## config.mk

```make
export PLATFORM = sky130hd
export DESIGN_NAME = tcwr_ram
export DESIGN_NICKNAME = d
export VERILOG_FILES = /design/src/design/tcwr_ram.sv
export SDC_FILE = /design/constraint.sdc
export NUM_CORES = 1
export LEC_CHECK = 0
export ABC_AREA = 0
export ABC_CLOCK_PERIOD_IN_PS = 4600
export BUFFER_PORTS_ARGS = -buffer_cell sky130_fd_sc_hd__buf_2
export CORE_MARGIN = 5
export CORE_UTILIZATION = 65
export DETAILED_ROUTE_END_ITERATION = 12
export PLACE_DENSITY = 0.81
export SLEW_MARGIN = 20
export SYNTH_ARGS = -nofsm -noshare
export SYNTH_HDL_FRONTEND = slang
export SYNTH_SLANG_ARGS = --single-unit
```

## constraint.sdc

```tcl
create_clock -name clk_i -period 4.6 [get_ports clk_i]
set_clock_uncertainty 0.15 [all_clocks]
set_input_delay 0.23 -clock clk_i [delete_from_list [all_inputs] [get_ports clk_i]]
set_output_delay 0.23 -clock clk_i [all_outputs]
set_load 0.01 [all_outputs]
```

## src/design/tcwr_ram.sv

```systemverilog
// Generic single-write, single-read RAM with a registered read port.
// Depends on nothing.
module tcwr_ram #(
  parameter int WIDTH = 8,
  parameter int DEPTH = 128
) (
  input  logic                     clk_i,
  input  logic                     we_i,
  input  logic [$clog2(DEPTH)-1:0] waddr_i,
  input  logic [WIDTH-1:0]         wdata_i,
  input  logic [$clog2(DEPTH)-1:0] raddr_i,
  output logic [WIDTH-1:0]         rdata_o
);

  logic [WIDTH-1:0] mem_q [DEPTH];

  always_ff @(posedge clk_i) begin
    if (we_i) begin
      mem_q[waddr_i] <= wdata_i;
    end
    rdata_o <= mem_q[raddr_i];
  end

endmodule

```

Yosys cells after proc, flatten, opt, wreduce, memory -nomap -nowiden
Memory sizes are Yosys's and may differ from the RTL's. A register that Yosys moved wholly into a read port is not among the register bits.
Index checks and enable logic that the tools add are counted.
{"block": "totals", "ff_bits": 0, "mem_bits_rw": 1024, "inputBits": 24, "output_inout_bits": 8, "word_cells": 3, "memories": 1}
{"block": "op_classes", "mux": 2}
{"name": "mem_q", "depth": 128, "width": 8, "rd": 1, "rd_clocked_by_memory_dff": 1, "wr": 1, "line_no": "15", "rtl": "logic [WIDTH-1:0] mem_q [DEPTH];"}
{"operator": "$mux W1", "n": 2}

Depth between registers and ports, before layout
{"block": "depth", "word_depth": 2, "ltp_mapped": 7, "ltp_nobuf": 4}

Worst setup path after synthesis
No wires, ideal clock.
{"block": "synth_timing", "kind": "in2reg", "start": "input port raddr_i[0]", "end": "register rdata_o[0], read port of mem_q", "setup_time_ps": 121, "arrival_ps": 2613, "t_required_ps": 4329, "slack_ps": 1716, "cell_stages": 6, "n_path_buf": 2, "cell_sequence": "clkbuf_1 > buf_1 > mux4_2 > mux4_2 > mux4_2 > mux2_2"}
{"item": "start, declared", "line_no": "11", "rtl": "input logic [$clog2(DEPTH)-1:0] raddr_i,"}
{"item": "end, declared", "line_no": "12", "rtl": "output logic [WIDTH-1:0] rdata_o"}

==> load_flow_metrics.sql <==
INSERT INTO impl_metrics (metric_group, metric, value, unit) VALUES
('critical_path', 'critical_path.reg2reg.startpoint', 'mem_q[100][1]', ''),
('sta', 'fin_crit', '2.77', 'ns'),
('logic_synthesis', 'synth_cell_types', '17', ''),
('sta', 'timing.final.max_slew_violations', '0', ''),
('global_routing', 'antenna_found_initial', '4', ''),
('final_layout', 'regArea', '30900', 'um2'),
('critical_path', 'worst-setup-path-type', 'input pin to flip-flop', ''),
('clock_tree', 'tritoncts', 'yes', ''),
('logic_synthesis', 'synth-seq-area-share', '0.779', ''),
('floorplan', 'number_of_core_rows', '90', ''),
('logic_synthesis', 'yosysWarnings', '0', ''),
('outcome', 'status', 'finished clean', ''),
('floorplan', 'die_width', '257', 'um'),
('floorplan', 'core_region_area', '60400', 'um2'),
('sta', 'hold_violations', '0', ''),
('placed_design', 'place_area', '40900', 'um2'),
('sta', 'fin_hold_ws', '0.0211', 'ns'),
('hold_path', 'hold_path.class', 'input pin to flip-flop', ''),
('clock_tree', 'number_of_buffers_created_by_cts', '97', ''),
('critical_path', 'crit_fanout', '55', ''),
('floorplan', 'chipHeight', '257', 'um'),
('logic_synthesis', 'synth_area_per_cell', '24.3', 'um2'),
('clock_tree', 'clock_input_transition_at_the_sequential_cells_of_the_worst_setup_and_hold_paths', '0.07', 'ns'),
('sta', 'final-setup-viol-count', '0', ''),
('power_and_ir_drop', 'static_power_due_to_leakage', '13.6', 'nW'),
('detailed_routing', 'routed_wl', '98.8', 'mm'),
('final_layout', 'final_cell_area', '44300', 'um2'),
('global_routing', 'via_count_of_the_first_global_routing_pass', '19517', ''),
('clock_tree', 'postCtsSetupBuffers', '0', ''),
('placed_design', 'hpwlAfterDp', '52.0', 'mm'),
('sta', 'rsz0062_at_grt', 'false', ''),
('clock_tree', 'h-tree-depth', '3', ''),
('critical_path', 'worstSetupEndpoint', 'rdata_o[5]', ''),
('floorplan', 'floorplan.die_area', '66100', 'um2'),
('clock_tree', 'clock_tree.buffer_depth', '3', ''),
('logic_synthesis', 'synthCells', '1635', ''),
('clock_tree', 'clk-insertion-delay-late', '0.68', 'ns'),
('placed_design', 'numPlacedInstances', '2407', ''),
('logic_synthesis', 'netlist_area_pre_place', '39700', 'um2'),
('final_layout', 'final_util', '0.734', ''),
('final_layout', 'final_common_cell', 'edfxtp_1', ''),
('final_layout', 'multi_input_comb_area', '8390', 'um2'),
('critical_path', 'timing.critical_path.to_type', 'flip-flop', ''),
('clock_tree', 'clockRootBuffer', 'clkbuf_16', ''),
('final_layout', 'area_delta_synth_final', '11.7', '%'),
('sta', 'fin_tns_setup', '0', 'ns'),
('final_layout', 'final-instance-count-excl-fill', '2596', ''),
('sta', 'min_period_over_period', '0.602', ''),
('critical_path', 'worstPathArrival', '3.17', 'ns'),
('final_layout', 'net_count_of_the_finished_layout', '1752', ''),
('logic_synthesis', 'synth.net_count', '1659', ''),
('power_and_ir_drop', 'power.net_switching', '4.18', 'mW'),
('critical_path', 'r2r_end', 'rdata_o[1]', ''),
('power_and_ir_drop', 'power.switching_fraction', '0.210', ''),
('detailed_routing', 'vias', '19025', ''),
('global_routing', 'wire_length_of_the_first_global_routing_pass', '143', 'mm'),
('detailed_routing', 'drt-initial-drc-count', '2946', ''),
('critical_path', 'worst_ep_required_time', '5.00', 'ns'),
('placed_design', 'io_buffer_count', '31', ''),
('final_layout', 'nFillCells', '3009', ''),
('sta', 'max_slew.worst_pin.slew', '1.20', 'ns'),
('detailed_routing', 'detail_route.vias_per_cell', '7.33', ''),
('hold_path', 'startpoint_of_the_tightest_hold_check_path', 'wdata_i[4]', ''),
('detailed_routing', 'post_drt_wl_per_cell', '38.1', 'um'),
('detailed_routing', 'antenna_violating_nets_post_route', '0', ''),
('critical_path', 'ff2ff_path_depth', '4', ''),
('sta', 'max_freq', '0.361', 'GHz'),
('placed_design', 'routabilityCongestion', '0.836', ''),
('power_and_ir_drop', 'comb_power_share', '0.049', ''),
('detailed_routing', 'first_pass_iters', '5', ''),
('global_routing', 'grt_overflow_total', '0', '');
==> cells in the mapped netlist, drive strengths merged <==
master	count	area (um2)
edfxtp	1024	30700
mux4	336	7570
nor2	122	458
buf	45	236
clkbuf	44	165
nand2	14	52.6
nand3	12	60.1
nor3	9	45.0
dfxtp	8	160
mux2	8	90.1
nor2b	7	43.8
nand4	3	18.8
nand2b	2	12.5
or3	1	6.26
==> area by class of cell <==
type / count / share of cell area
Sequential cell: 1032 / 0.698
Clock buffer: 113 / 0.0561
Timing Repair Buffer: 83 / 0.0155
Tap cell: 782 / 0.0221
Antenna cell: 3 / 0.000169
Multi-Input combinational cell: 514 / 0.189
Clock inverter: 69 / 0.0192
==> critical path, cell delays in order <==
cell and delay, ns:
buf_8 0.38, buf_12 0.45, mux4_2 0.62, mux4_2 0.54, mux4_2 0.54, mux2_2 0.30
==> worst min path at each step <==
stage / endpoint / slack [ns] / cells after the start
3_5_place_dp: rdata_o[1] / 0.54 / 1
2_1_floorplan: mem_q[0][0] / 0.18 / 0
6_report: mem_q[113][4] / 0.02 / 1
3_3_place_gp: rdata_o[7] / 0.53 / 1
5_1_grt: mem_q[116][4] / 0.04 / 1
4_1_cts: mem_q[113][4] / 0.02 / 1
==> repair_timing <==
action / 4_1_cts / 5_1_grt
hold endpoints to repair: 152 / 0
hold buffers: 4 / 0
gates resized for setup: 0 / 0
==> metal layers <==
metal,global-route usage,share of wire
met4,0.105,0.045
met1,0.427,0.34
met5,0,0
met3,0.0671,0.12
met2,0.486,0.50
==> registers in the layout, summed over array words and instances, names as in the netlist <==
signal	flops
mem_q	1024
rdata_o	8
==> power groups by stage <==
stage | registers [mW] | logic [mW] | clock network (mW)
detailed placement | 10.6 | 0.937 | 0
CTS | 10.4 | 0.968 | 8.53
finish | 10.4 | 0.975 | 8.52
floorplan | 10.6 | 0.525 | 0
global route | 10.4 | 1.01 | 9.00
global placement | 10.6 | 0.915 | 0
==> cells by family after synthesis <==
| logic type | synth area share |
|---|---|
| DFF | 0.779 |
| muxes | 0.193 |
| and+or+nand+nor | 0.0176 |
| buffers and inverters | 0.0101 |
==> metrics by stage <==
step | setup WS, ns | total power [mW]
after floorplan | 1.72 | 11.1
after global placement | 1.19 | 11.5
after detailed placement | 1.16 | 11.5
after CTS | 1.83 | 19.9
after global routing | 1.71 | 20.4
final | 1.83 | 19.9
Note: power is estimated with default switching activity, not from simulation.
