File: src/design/tcwr_pkg.sv
// Shared constants, codes and types of the topic wildcard route table.
// Used by tcwr_match, the route table unit and the bench; depends on nothing.
package tcwr_pkg;

  localparam int ROUTES   = 32;
  localparam int EXPR_LEN = 128;
  localparam int CLIENTS  = 64;

  localparam int IW  = $clog2(EXPR_LEN);
  localparam int LW  = $clog2(EXPR_LEN + 1);
  localparam int SW  = (ROUTES > 1) ? $clog2(ROUTES) : 1;
  localparam int SCW = $clog2(ROUTES + 1);
  localparam int AW  = $clog2(ROUTES * EXPR_LEN);
  localparam int CNW = 6;
  localparam int CLW = $clog2(CLIENTS);

  localparam logic [7:0] CH_STAR = 8'h2A;
  localparam logic [7:0] CH_REST = 8'h3E;
  localparam logic [7:0] CH_DOT  = 8'h2E;

  localparam logic [1:0] REQ_EXPR  = 2'd0;
  localparam logic [1:0] REQ_CLEAR = 2'd1;
  localparam logic [1:0] REQ_TOPIC = 2'd2;

  localparam logic [1:0] KIND_ADD   = 2'd0;
  localparam logic [1:0] KIND_CLEAR = 2'd1;
  localparam logic [1:0] KIND_MATCH = 2'd2;
  localparam logic [1:0] KIND_DONE  = 2'd3;

  localparam logic [1:0] ST_OK      = 2'd0;
  localparam logic [1:0] ST_FULL    = 2'd1;
  localparam logic [1:0] ST_TOOLONG = 2'd2;

  typedef struct packed {
    logic done;
    logic hit;
  } match_res_t;

  typedef struct packed {
    logic [1:0]     kind;
    logic [1:0]     status;
    logic [5:0]     client;
    logic [31:0]    rid;
    logic [CNW-1:0] count;
    logic           last;
  } out_t;

  function automatic out_t mk_out(logic [1:0] kind, logic [1:0] status,
                                  logic [5:0] client, logic [31:0] rid,
                                  logic [CNW-1:0] count, logic last);
    out_t o;
    o.kind   = kind;
    o.status = status;
    o.client = client;
    o.rid    = rid;
    o.count  = count;
    o.last   = last;
    return o;
  endfunction

endpackage

File: src/design/tcwr_match.sv
// Wildcard matcher: walks one stored expression against the buffered topic,
// each step waiting on the registered RAM reads before it evaluates. Uses tcwr_pkg.
module tcwr_match import tcwr_pkg::*; (
  input  logic          clk_i,
  input  logic          rst_ni,
  input  logic          start_i,
  input  logic [LW-1:0] topic_len_i,
  input  logic [LW-1:0] expr_len_i,
  input  logic [7:0]    topic_byte_i,
  input  logic [7:0]    expr_byte_i,
  output logic [IW-1:0] t_idx_o,
  output logic [IW-1:0] e_idx_o,
  output match_res_t    res_o
);

  typedef enum logic [1:0] {M_IDLE, M_WAIT, M_EVAL} mst_e;
  typedef enum logic [2:0] {P_LOOP, P_STAR, P_REST, P_RUN, P_CMP} phase_e;

  mst_e          st_q, st_d;
  phase_e        ph_q, ph_d;
  logic [IW-1:0] t_q, t_d, e_q, e_d;
  match_res_t    res_q, res_d;
  logic [7:0]    tc, ec;
  logic          both_end;

  assign tc = (LW'(t_q) < topic_len_i && LW'(t_q) < LW'(EXPR_LEN - 1)) ? topic_byte_i : 8'd0;
  assign ec = (LW'(e_q) < expr_len_i) ? expr_byte_i : 8'd0;
  assign both_end = (tc == 8'd0) && (ec == 8'd0);

  always_comb begin
    st_d  = st_q;
    ph_d  = ph_q;
    t_d   = t_q;
    e_d   = e_q;
    res_d = '{done: 1'b0, hit: res_q.hit};
    unique case (st_q)
      M_IDLE: begin
        if (start_i) begin
          t_d  = '0;
          e_d  = '0;
          ph_d = P_LOOP;
          st_d = M_WAIT;
        end
      end
      M_WAIT: begin
        st_d = M_EVAL;
      end
      M_EVAL: begin
        st_d = M_WAIT;
        unique case (ph_q)
          P_LOOP: begin
            if (tc == 8'd0 || ec == 8'd0) begin
              res_d = '{done: 1'b1, hit: both_end};
              st_d  = M_IDLE;
            end else if (ec == CH_STAR) begin
              ph_d = P_STAR;
            end else begin
              ph_d = P_REST;
            end
          end
          P_STAR: begin
            if (tc != 8'd0 && tc != CH_DOT) begin
              t_d = t_q + IW'(1);
            end else begin
              e_d  = e_q + IW'(1);
              ph_d = P_REST;
            end
          end
          P_REST: begin
            ph_d = (ec == CH_REST) ? P_RUN : P_CMP;
          end
          P_RUN: begin
            if (tc != 8'd0) begin
              t_d = t_q + IW'(1);
            end else begin
              e_d  = e_q + IW'(1);
              ph_d = P_CMP;
            end
          end
          P_CMP: begin
            if (both_end || tc != ec) begin
              res_d = '{done: 1'b1, hit: both_end};
              st_d  = M_IDLE;
            end else begin
              t_d  = t_q + IW'(1);
              e_d  = e_q + IW'(1);
              ph_d = P_LOOP;
            end
          end
          default: begin
            st_d = M_IDLE;
          end
        endcase
      end
      default: begin
        st_d = M_IDLE;
      end
    endcase
  end

  always_ff @(posedge clk_i or negedge rst_ni) begin
    if (!rst_ni) begin
      st_q  <= M_IDLE;
      ph_q  <= P_LOOP;
      res_q <= '0;
      t_q   <= '0;
      e_q   <= '0;
    end else begin
      st_q  <= st_d;
      ph_q  <= ph_d;
      res_q <= res_d;
      t_q   <= t_d;
      e_q   <= e_d;
    end
  end

  assign t_idx_o = t_q;
  assign e_idx_o = e_q;
  assign res_o   = res_q;

endmodule

File: config.mk
export PLATFORM = sky130hd
export DESIGN_NAME = tcwr_match
export DESIGN_NICKNAME = d
export VERILOG_FILES = /design/src/design/tcwr_pkg.sv /design/src/design/tcwr_match.sv
export SDC_FILE = /design/constraint.sdc
export NUM_CORES = 1
export LEC_CHECK = 0
export ABC_AREA = 1
export ABC_CLOCK_PERIOD_IN_PS = 6800
export BUFFER_PORTS_ARGS = -buffer_cell sky130_fd_sc_hd__buf_2
export CORE_MARGIN = 2
export CORE_UTILIZATION = 35
export CTS_CLUSTER_SIZE = 20
export DETAILED_ROUTE_END_ITERATION = 16
export SLEW_MARGIN = 20
export SYNTH_ARGS = -nofsm -noshare
export SYNTH_HDL_FRONTEND = slang
export SYNTH_SLANG_ARGS = --single-unit
File: constraint.sdc
create_clock -name clk_i -period 6.8 [get_ports clk_i]
set_input_delay 0.34 -clock clk_i [delete_from_list [all_inputs] [get_ports clk_i]]
set_output_delay 0.34 -clock clk_i [all_outputs]
set_load 0.005 [all_outputs]
Word level (Yosys, flattened, before mapping)
Cells that the tools add are included.
{ "op_classes": {"addsub": 2, "magnitude_cmp": 3, "n_eq_ne": 21, "mux": 31, "n_reduce_logical": 17} }
{ "op_table": {"columns": ["cell", "count"], "rows": [
  ["2-to-1 mux 7 bit", 7],
  ["one-hot mux 7 bit (3 select lines)", 2],
  ["one-hot mux 7 bit (2 select lines)", 2],
  ["2-to-1 mux 3 bit", 6],
  ["inequality test 3 bit, second input constant", 6],
  ["== test 8 x 6 -> 1 bit, second input constant", 2],
  ["logical NOT 8 bit", 2],
  ["< comparator 7 x 8 -> 1 bit", 2],
  ["2-to-1 mux 8 bit", 2],
  ["one-hot mux 3 bit (5 select lines)", 1],
  ["adder 7 x 1 -> 7 bit, second input constant", 2],
  ["AND reduction 6 bit", 2],
  ["2-to-1 mux 2 bit", 5],
  ["inequality test 8 x 6 -> 1 bit, second input constant", 1],
  ["inequality test 8 bit", 1],
  ["nonzero test 8 bit", 1],
  ["< comparator 7 bit, second input constant", 1],
  ["AND reduction 7 bit", 1],
  ["== test 3 x 2 -> 1 bit, second input constant", 2],
  ["inequality test 2 bit, second input constant", 3],
  ["inequality test 6 x 2 -> 1 bit, second input constant", 1],
  ["one-hot mux 2 bit (3 select lines)", 1],
  ["one-hot mux 3 bit (2 select lines)", 1],
  ["inequality test 4 x 2 -> 1 bit, second input constant", 1],
  ["other kinds (14)", 19]
]} }
{ "totals": {"regBits": 21, "inputBits": 35, "output_inout_bits": 16} }

Depth between registers and ports, before layout
Gate-level depths: netlist of the first run.
{ "logic_depth": {"word_depth": 9, "mapped_depth": 19, "ltp_nobuf": 18} }

Least setup slack after synthesis of the first run
Ideal clock, no wire load.
{ "synth_path": {"path_kind": "reg-to-reg", "start": "reg t_q[5], in the netlist t_idx_o[5]", "end": "reg ph_q[2]", "setup_ns": 0.117, "arrival_ns": 2.076, "required_ns": 6.683, "setup_slack_ns": 4.607, "stages_incl_launch_ff": 19, "path_buffers": 1, "synth_period_minus_slack_ns": 2.193, "path_cell_list": "dfrtp_1 -> ha_1 -> nand2_1 -> nand2_1 -> nand2_1 -> nand2_1 -> a21oi_2 -> nand2_2 -> nor2_4 -> nand2_1 -> nand2_1 -> nand2_1 -> nor2_2 -> nand3_2 -> nand2_4 -> buf_8 -> nand3_4 -> nand2_1 -> nand2_1"} }
{ "synth_via": {"elab_chain_len": 8} }
{ "synth_lines": {"columns": ["item", "line", "text"], "rows": [
  ["start: declaration", "tcwr_match.sv:21", "logic [IW-1:0] t_q, t_d, e_q, e_d;"],
  ["start signal: assignment", "tcwr_match.sv:112", "t_q <= t_d;"],
  ["< comparator 7 x 8 -> 1 bit / < comparator 7 bit (equally long branches)", "tcwr_match.sv:26", "assign tc = (LW'(t_q) < topic_len_i && LW'(t_q) < LW'(EXPR_LEN - 1)) ? topic_byte_i : 8'd0;"],
  ["logical AND 1 bit (*)", "tcwr_match.sv:26", null],
  ["2-to-1 mux 8 bit (*)", "tcwr_match.sv:26", null],
  ["logical NOT 8 bit", "tcwr_match.sv:28, tcwr_match.sv:52", null],
  ["logical AND 1 bit", "tcwr_match.sv:28", "assign both_end = (tc == 8'd0) && (ec == 8'd0);"],
  ["logical OR 1 bit", "tcwr_match.sv:81", "if (both_end || tc != ec) begin"],
  ["inequality test 3 bit (no line)", null, null],
  ["AND reduction 7 bit (no line) (*)", null, null],
  ["end signal: assignment", "tcwr_match.sv:110", "ph_q <= ph_d;"],
  ["end: declaration", "tcwr_match.sv:20", "phase_e ph_q, ph_d;"]
]} }
Every way passes the cells marked *; elsewhere a longest branch is shown, timed or not.
A chain may end at the register's enable or synchronous reset.

Worst setup path in the final report of the first run
{ "layout_path": {"start": "reg t_q[5], in the netlist t_idx_o[5]", "end": "reg e_q[2], in the netlist e_idx_o[2]"} }
{ "layout_via": {"elab_chain_len": 8} }
{ "layout_lines": {"columns": ["item", "line", "text"], "rows": [
  ["< comparator 7 x 8 -> 1 bit / < comparator 7 bit (equally long branches)", "tcwr_match.sv:26", null],
  ["logical AND 1 bit (*)", "tcwr_match.sv:26", null],
  ["2-to-1 mux 8 bit (*)", "tcwr_match.sv:26", null],
  ["logical NOT 8 bit", "tcwr_match.sv:28", null],
  ["logical AND 1 bit", "tcwr_match.sv:28", null],
  ["logical OR 1 bit", "tcwr_match.sv:81", null],
  ["inequality test 3 bit (no line)", null, null],
  ["AND reduction 6 bit (no line) (*)", null, null],
  ["end signal: assignment", "tcwr_match.sv:107", "e_q <= '0;"],
  ["end signal: assignment", "tcwr_match.sv:113", "e_q <= e_d;"],
  ["end: declaration", "tcwr_match.sv:21", null]
]} }
Marked as above.

==> qor.txt, run 1 <==
Max-slew violations - 0
First-pass GRT wire length - 9.47 mm
Final period util - 0.385
Cts repair resizes - 0
Max Fclk - 0.382 GHz
Commonest non-fill, non-tap cell in the layout - nand2_1
TritonCTS sink count - 21
Via count - 2243
IO Port Bufs - 50
Syn nets - 392
Most frequent cells in the layout - nand2_1 (96), inv_1 (54), buf_2 (50)
Slew HR - 0.514
CTS tree - built
HP Class - in2async
Routed Antenna Nets - 0
Clk slew on worst S/H paths - 80 ps
Hold Vio Cnt, Final - 0
Worst skew pair latency - 260 ps
Routed len/inst - 11.4 um
Vias per inst - 4.79
Met1 Track Usage GR - 0.221
Yosys reg bits - 21
Synth async-reset ratio - 1.00
GR Layer Usage met2 - 0.265
Post-CTS Setup Inserts - 0
Synthesized instance count - 343
Dominant synthesized flop cell - dfrtp_1
Layout cell share with drive strength beyond 1 - 0.228
Maximum VDD drop - 0.0901 mV
Cell taking the most area after synthesis - dfrtp_1
Reg2Reg Depth - 14
Setup_tns - 0 ps
Worst-Margin Slew - 729 ps
Top cell type's share of synthesized area - 0.230
Final RePlAce weighted congestion - 0.874
First DRT Iteration DRCs - 133
Die area - 7190 um2
Min cycle time layout - 2620 ps
Reg-to-reg startpoint - t_idx_o[5]$_DFFE_PN0P_
Max_cap viols - 0
Yosys Warn Count - 0
Critical Path End Type - register
Syn avg cell area - 6.66 um2
Leakage - 0.00156 uW
Kind of critical path - reg2reg
Hold-fix buffers, CTS - 0
Layout Skew - 6.57 ps
Critical path endpoint - e_idx_o[2]$_DFFE_PN0P_
Arr. time, crit path - 2760 ps
Total grt overflow - 0
Synth-to-Final Area Change - 15.1%
Final setup fails - 0
Antenna violations before repair - 0
Pin count of the biggest net entering global routing - 23
Total Routing Usage GR - 0.157
Ranking of synthesized cells by area - dfrtp_1 (23%), nand2_1 (16%), inv_1 (8.9%)
Post-Route WL - 5.34 mm
Critical path peak fanout - 8
DRC - 0
Sequential area share after synthesis - 0.230
Root Driver - clkbuf_8
Worst endpoint required time - 6950 ps
Io pins - 51
Std-Cell Rows - 29
Die span in x - 84.8 um
Met3 Usage GRT - 0.0167
H-tree levels - 1
Critical R2R Capture - e_idx_o[2]$_DFFE_PN0P_
Starting Density - 0.362
Final HPWL DP - 4.32 mm
Die Span Y - 84.8 um
RSZ-0062 raised after global routing - no
Detailed-router iteration count before antenna repair - 4
Critical path startpoint - t_idx_o[5]$_DFFE_PN0P_
Setup crit start kind - register
# diodes - 0
Power Density - 185 nW/um2
Fin area - 2630 um2
Most used routing layer - met2
Max clock buf depth - 2
Area after DPL - 2580 um2
Vias in the first global route - 2061
Core area - 6310 um2
TritonCTS Buffers - 3
Fin nets - 441
Post-synth EDFFs - 0
Run status - completed
Final core utilization - 0.416
Worst hold slack - 27.6 ps
Fillers - 706
R2r setup slk - 4180 ps
Netlist cell types - 36
Syn Std Cell Area - 2280 um2
## cell type report
class | count | area, um2 | share of cell area
Sequential cell | 21 | 526 | 0.200
Clock buffer | 3 | 41.3 | 0.0157
Inverter | 56 | 210 | 0.0800
Tap cell | 77 | 96.3 | 0.0366
Timing Repair Buffer | 50 | 250 | 0.0952
Multi-Input combinational cell | 260 | 1500 | 0.571
Clock inverter | 1 | 5.00 | 0.00190
## flip-flops by register name, summed over array words and instances, names as in the netlist
name	flops
st_q	2
e_idx_o	7
res_o	2
ph_q	3
t_idx_o	7
## synth_stat cells, types with 2 or more instances
cell / n
a21oi_1: 5
a21oi_4: 3
and3_1: 3
buf_6: 2
clkbuf_1: 3
dfrtp_1: 21
ha_1: 14
inv_1: 54
inv_2: 2
nand2_1: 96
nand2_2: 6
nand2_4: 4
nand3_1: 15
nand3_2: 4
nand3_4: 3
nand4_1: 25
nor2_1: 41
nor2_2: 5
nor3_1: 7
o21ai_0: 3
o21ai_2: 2
o41ai_1: 2
o41ai_2: 2
xnor2_1: 4
xor2_1: 6
## kinds of logic after synthesis
family / share of synthesized area
AOI/OAI and AO/OA: 0.0849
DFF: 0.230
adders and majority gates: 0.0767
and+or+nand+nor: 0.457
xor gates and xnor gates: 0.0383
buffers and inverters: 0.113
## per-layer routing
layer | vias up | routed length [um]
li1 | 1199 | -
met1 | 1000 | 2600
met2 | 42 | 2500
met3 | 2 | 215
met4 | 0 | 19
met5 | - | 0
## how the worst min path moves through the flow
| stage | start | endpoint | slack (ps) | cells after the start |
|---|---|---|---|---|
| final | rst_ni | t_idx_o[1]$_DFFE_PN0P_ | 30 | 1 |
| after global routing | rst_ni | t_idx_o[2]$_DFFE_PN0P_ | 60 | 1 |
| after floorplan | rst_ni | e_idx_o[0]$_DFFE_PN0P_ | 40 | 0 |
| after detailed placement | rst_ni | t_idx_o[1]$_DFFE_PN0P_ | 340 | 1 |
| after global placement | rst_ni | t_idx_o[1]$_DFFE_PN0P_ | 330 | 1 |
| after CTS | rst_ni | t_idx_o[1]$_DFFE_PN0P_ | 50 | 1 |
## power breakdown
| part | internal (uW) | switching, uW |
|---|---|---|
| clock network | 40.8 | 40.2 |
| logic | 81.4 | 155 |
| registers | 143 | 25.9 |
## critical path, stage by stage, from the launching register on
cell and delay [ps]:
dfrtp_1 450, ha_1 310, nand2_1 60, nand2_1 50
nand2_1 80, nand2_1 60, a21oi_2 190, nand3_1 180
nor2_2 140, nand3_1 130, nand3_4 140, and3_1 390
nand3_4 160, nand2_1 100, nand2_1 50
## stage by stage
step                      cells  worst slack [ps]  power (uW)
after floorplan             343              4610         351
after global placement      464              4210         409
after detailed placement    464              4180         411
after CTS                   468              4150         494
after global routing        468              3860         538
final                       468              4180         487
Note: power is estimated with default switching activity, not from simulation.
==> inputs of run 2 (changes only) <==
--- a/config.mk
+++ b/config.mk
@@ -6,7 +6,7 @@
 export NUM_CORES = 1
 export LEC_CHECK = 0
 export ABC_AREA = 1
-export ABC_CLOCK_PERIOD_IN_PS = 6800
+export ABC_CLOCK_PERIOD_IN_PS = 2200
 export BUFFER_PORTS_ARGS = -buffer_cell sky130_fd_sc_hd__buf_2
 export CORE_MARGIN = 2
 export CORE_UTILIZATION = 35
==> constraint.sdc (replaced) <==
create_clock -name clk_i -period 2.2 [get_ports clk_i]
set_input_delay 0.11 -clock clk_i [delete_from_list [all_inputs] [get_ports clk_i]]
set_output_delay 0.11 -clock clk_i [all_outputs]
set_load 0.005 [all_outputs]
==> qor.txt, run 2 (synthesized netlist as in run 1, its figures left out) <==
Run status - complete, but fails checks
Failing checks - negative setup slack
Final core utilization - 0.483
Slew HR - 0.669
Via count - 2443
Layout Skew - 6.96 ps
Hold Vio Cnt, Final - 0
IO Port Bufs - 50
Commonest non-fill, non-tap cell in the layout - nand2_1
CTS tree - built
Die span in x - 84.8 um
Antenna violations before repair - 0
Max clock buf depth - 2
Setup crit start kind - register
Final setup fails - 18
TritonCTS sink count - 21
Detailed-router iteration count before antenna repair - 4
Arr. time, crit path - 2450 ps
Maximum VDD drop - 0.430 mV
Routed Antenna Nets - 0
Routed len/inst - 11.8 um
Critical Path End Type - register
Max-slew violations - 0
Min cycle time layout - 2290 ps
Vias in the first global route - 2387
Seq. cell area - 526 um2
Synth-to-Final Area Change - 33.6%
Final HPWL DP - 4.75 mm
Worst-Margin Slew - 497 ps
Power Density - 559 nW/um2
Total power - 1700 uW
Total Routing Usage GR - 0.169
DRC - 0
Fillers - 637
Final period util - 1.04
Multi-input gate area in the final layout - 1640 um2
Post-Route WL - 5.96 mm
Worst endpoint required time - 2350 ps
H-tree levels - 1
Die Span Y - 84.8 um
Most frequent cells in the layout - nand2_1 (86), inv_1 (54), buf_2 (50)
Fin nets - 477
Vias per inst - 4.85
Clk slew on worst S/H paths - 80 ps
Pin count of the biggest net entering global routing - 22
Worst skew pair latency - 260 ps
Worst Slack Setup Final - -94.0 ps
Leakage - 0.00177 uW
First DRT Iteration DRCs - 97
First-pass GRT wire length - 10.2 mm
HP Class - in2async
RSZ-0062 raised after global routing - yes
Final RePlAce weighted congestion - 0.849
Core area - 6310 um2
Critical path peak fanout - 7
Root Driver - clkbuf_8
Starting Density - 0.362
Die area - 7190 um2
Max_cap viols - 0
Io pins - 51
Kind of critical path - reg2reg
Total grt overflow - 0
TritonCTS Buffers - 3
# diodes - 0
Max Fclk - 0.436 GHz
Layout cell share with drive strength beyond 1 - 0.347
Std-Cell Rows - 29
[run 2: path summary, 6_finish.rpt]
check	from	end	slack (ps)	cells after the start
max in group asynchronous	rst_ni	e_idx_o[5]$_DFFE_PN0P_	1520	2
min	rst_ni	t_idx_o[1]$_DFFE_PN0P_	340	2
min in group clk_i	start_i	st_q[0]$_DFFE_PN0N_	400	5
min reg2reg	st_q[1]$_DFFE_PN0N_	st_q[1]$_DFFE_PN0N_	490	1
max reg2reg	t_idx_o[6]$_DFFE_PN0P_	e_idx_o[3]$_DFFE_PN0P_	-90	14
max	t_idx_o[6]$_DFFE_PN0P_	e_idx_o[3]$_DFFE_PN0P_	-90	14
[run 2: repair_timing]
| item | 4_1_cts | 5_1_grt |
|---|---|---|
| setup buffers | 1 | 3 |
| endpoints found under the setup margin | 18 | 20 |
| cloned | 0 | 0 |
| gates resized for setup | 17 | 21 |
| pin swaps | 11 | 12 |
| hold endpoints to repair | 21 | 0 |
| hold buffers | 1 | 0 |
[run 2: power breakdown]
part	leakage (uW)	total [uW]	switching [uW]	internal [uW]
sequential	0.000288	505	62.7	443
clock	0.0000255	257	130	126
combinational	0.00145	942	578	365
total	0.00177	1700	771	934
[run 2: cell type report]
cell class / instances / area share
Inverter: 56 / 0.0689
Sequential cell: 21 / 0.172
Clock inverter: 1 / 0.00164
Tap cell: 77 / 0.0316
Clock buffer: 3 / 0.0135
Timing Repair Buffer: 86 / 0.176
Multi-Input combinational cell: 260 / 0.536
[run 2: layer usage]
| metal | GRT usage | share of wire | vias to the layer above |
|---|---|---|---|
| met2 | 0.288 | 0.47 | 63 |
| met3 | 0.0177 | 0.040 | 9 |
| met5 | 0 | 0 | - |
| met4 | 0.0404 | 0.011 | 0 |
| li1 | - | - | 1276 |
| met1 | 0.228 | 0.48 | 1095 |
[run 2: critical path: stages, from the launching register on]
cell and delay, ps:
dfrtp_1 380, ha_1 270, inv_1 70, nor2_2 40
nand2_2 80, buf_6 100, nand3_4 70, a21oi_4 250
o41ai_4 160, nand4_1 180, nand3_2 130, nand2_4 150
nand3_4 140, nand2_2 100, nand2_2 50
[run 2: per-stage QoR]
stage | area, um2 | setup slack [ps] | instances | setup TNS (ps) | hold WS (ps)
finish | 3050 | -94.0 | 504 | -1400 | 336
global route | 3050 | -261 | 504 | -4410 | 383
CTS | 2970 | -97.8 | 501 | -1530 | 353
detailed placement | 2820 | -123 | 495 | -1700 | 108
global placement | 2820 | -84.6 | 495 | -1250 | 110
floorplan | 2280 | 7.31 | 343 | 0 | -186
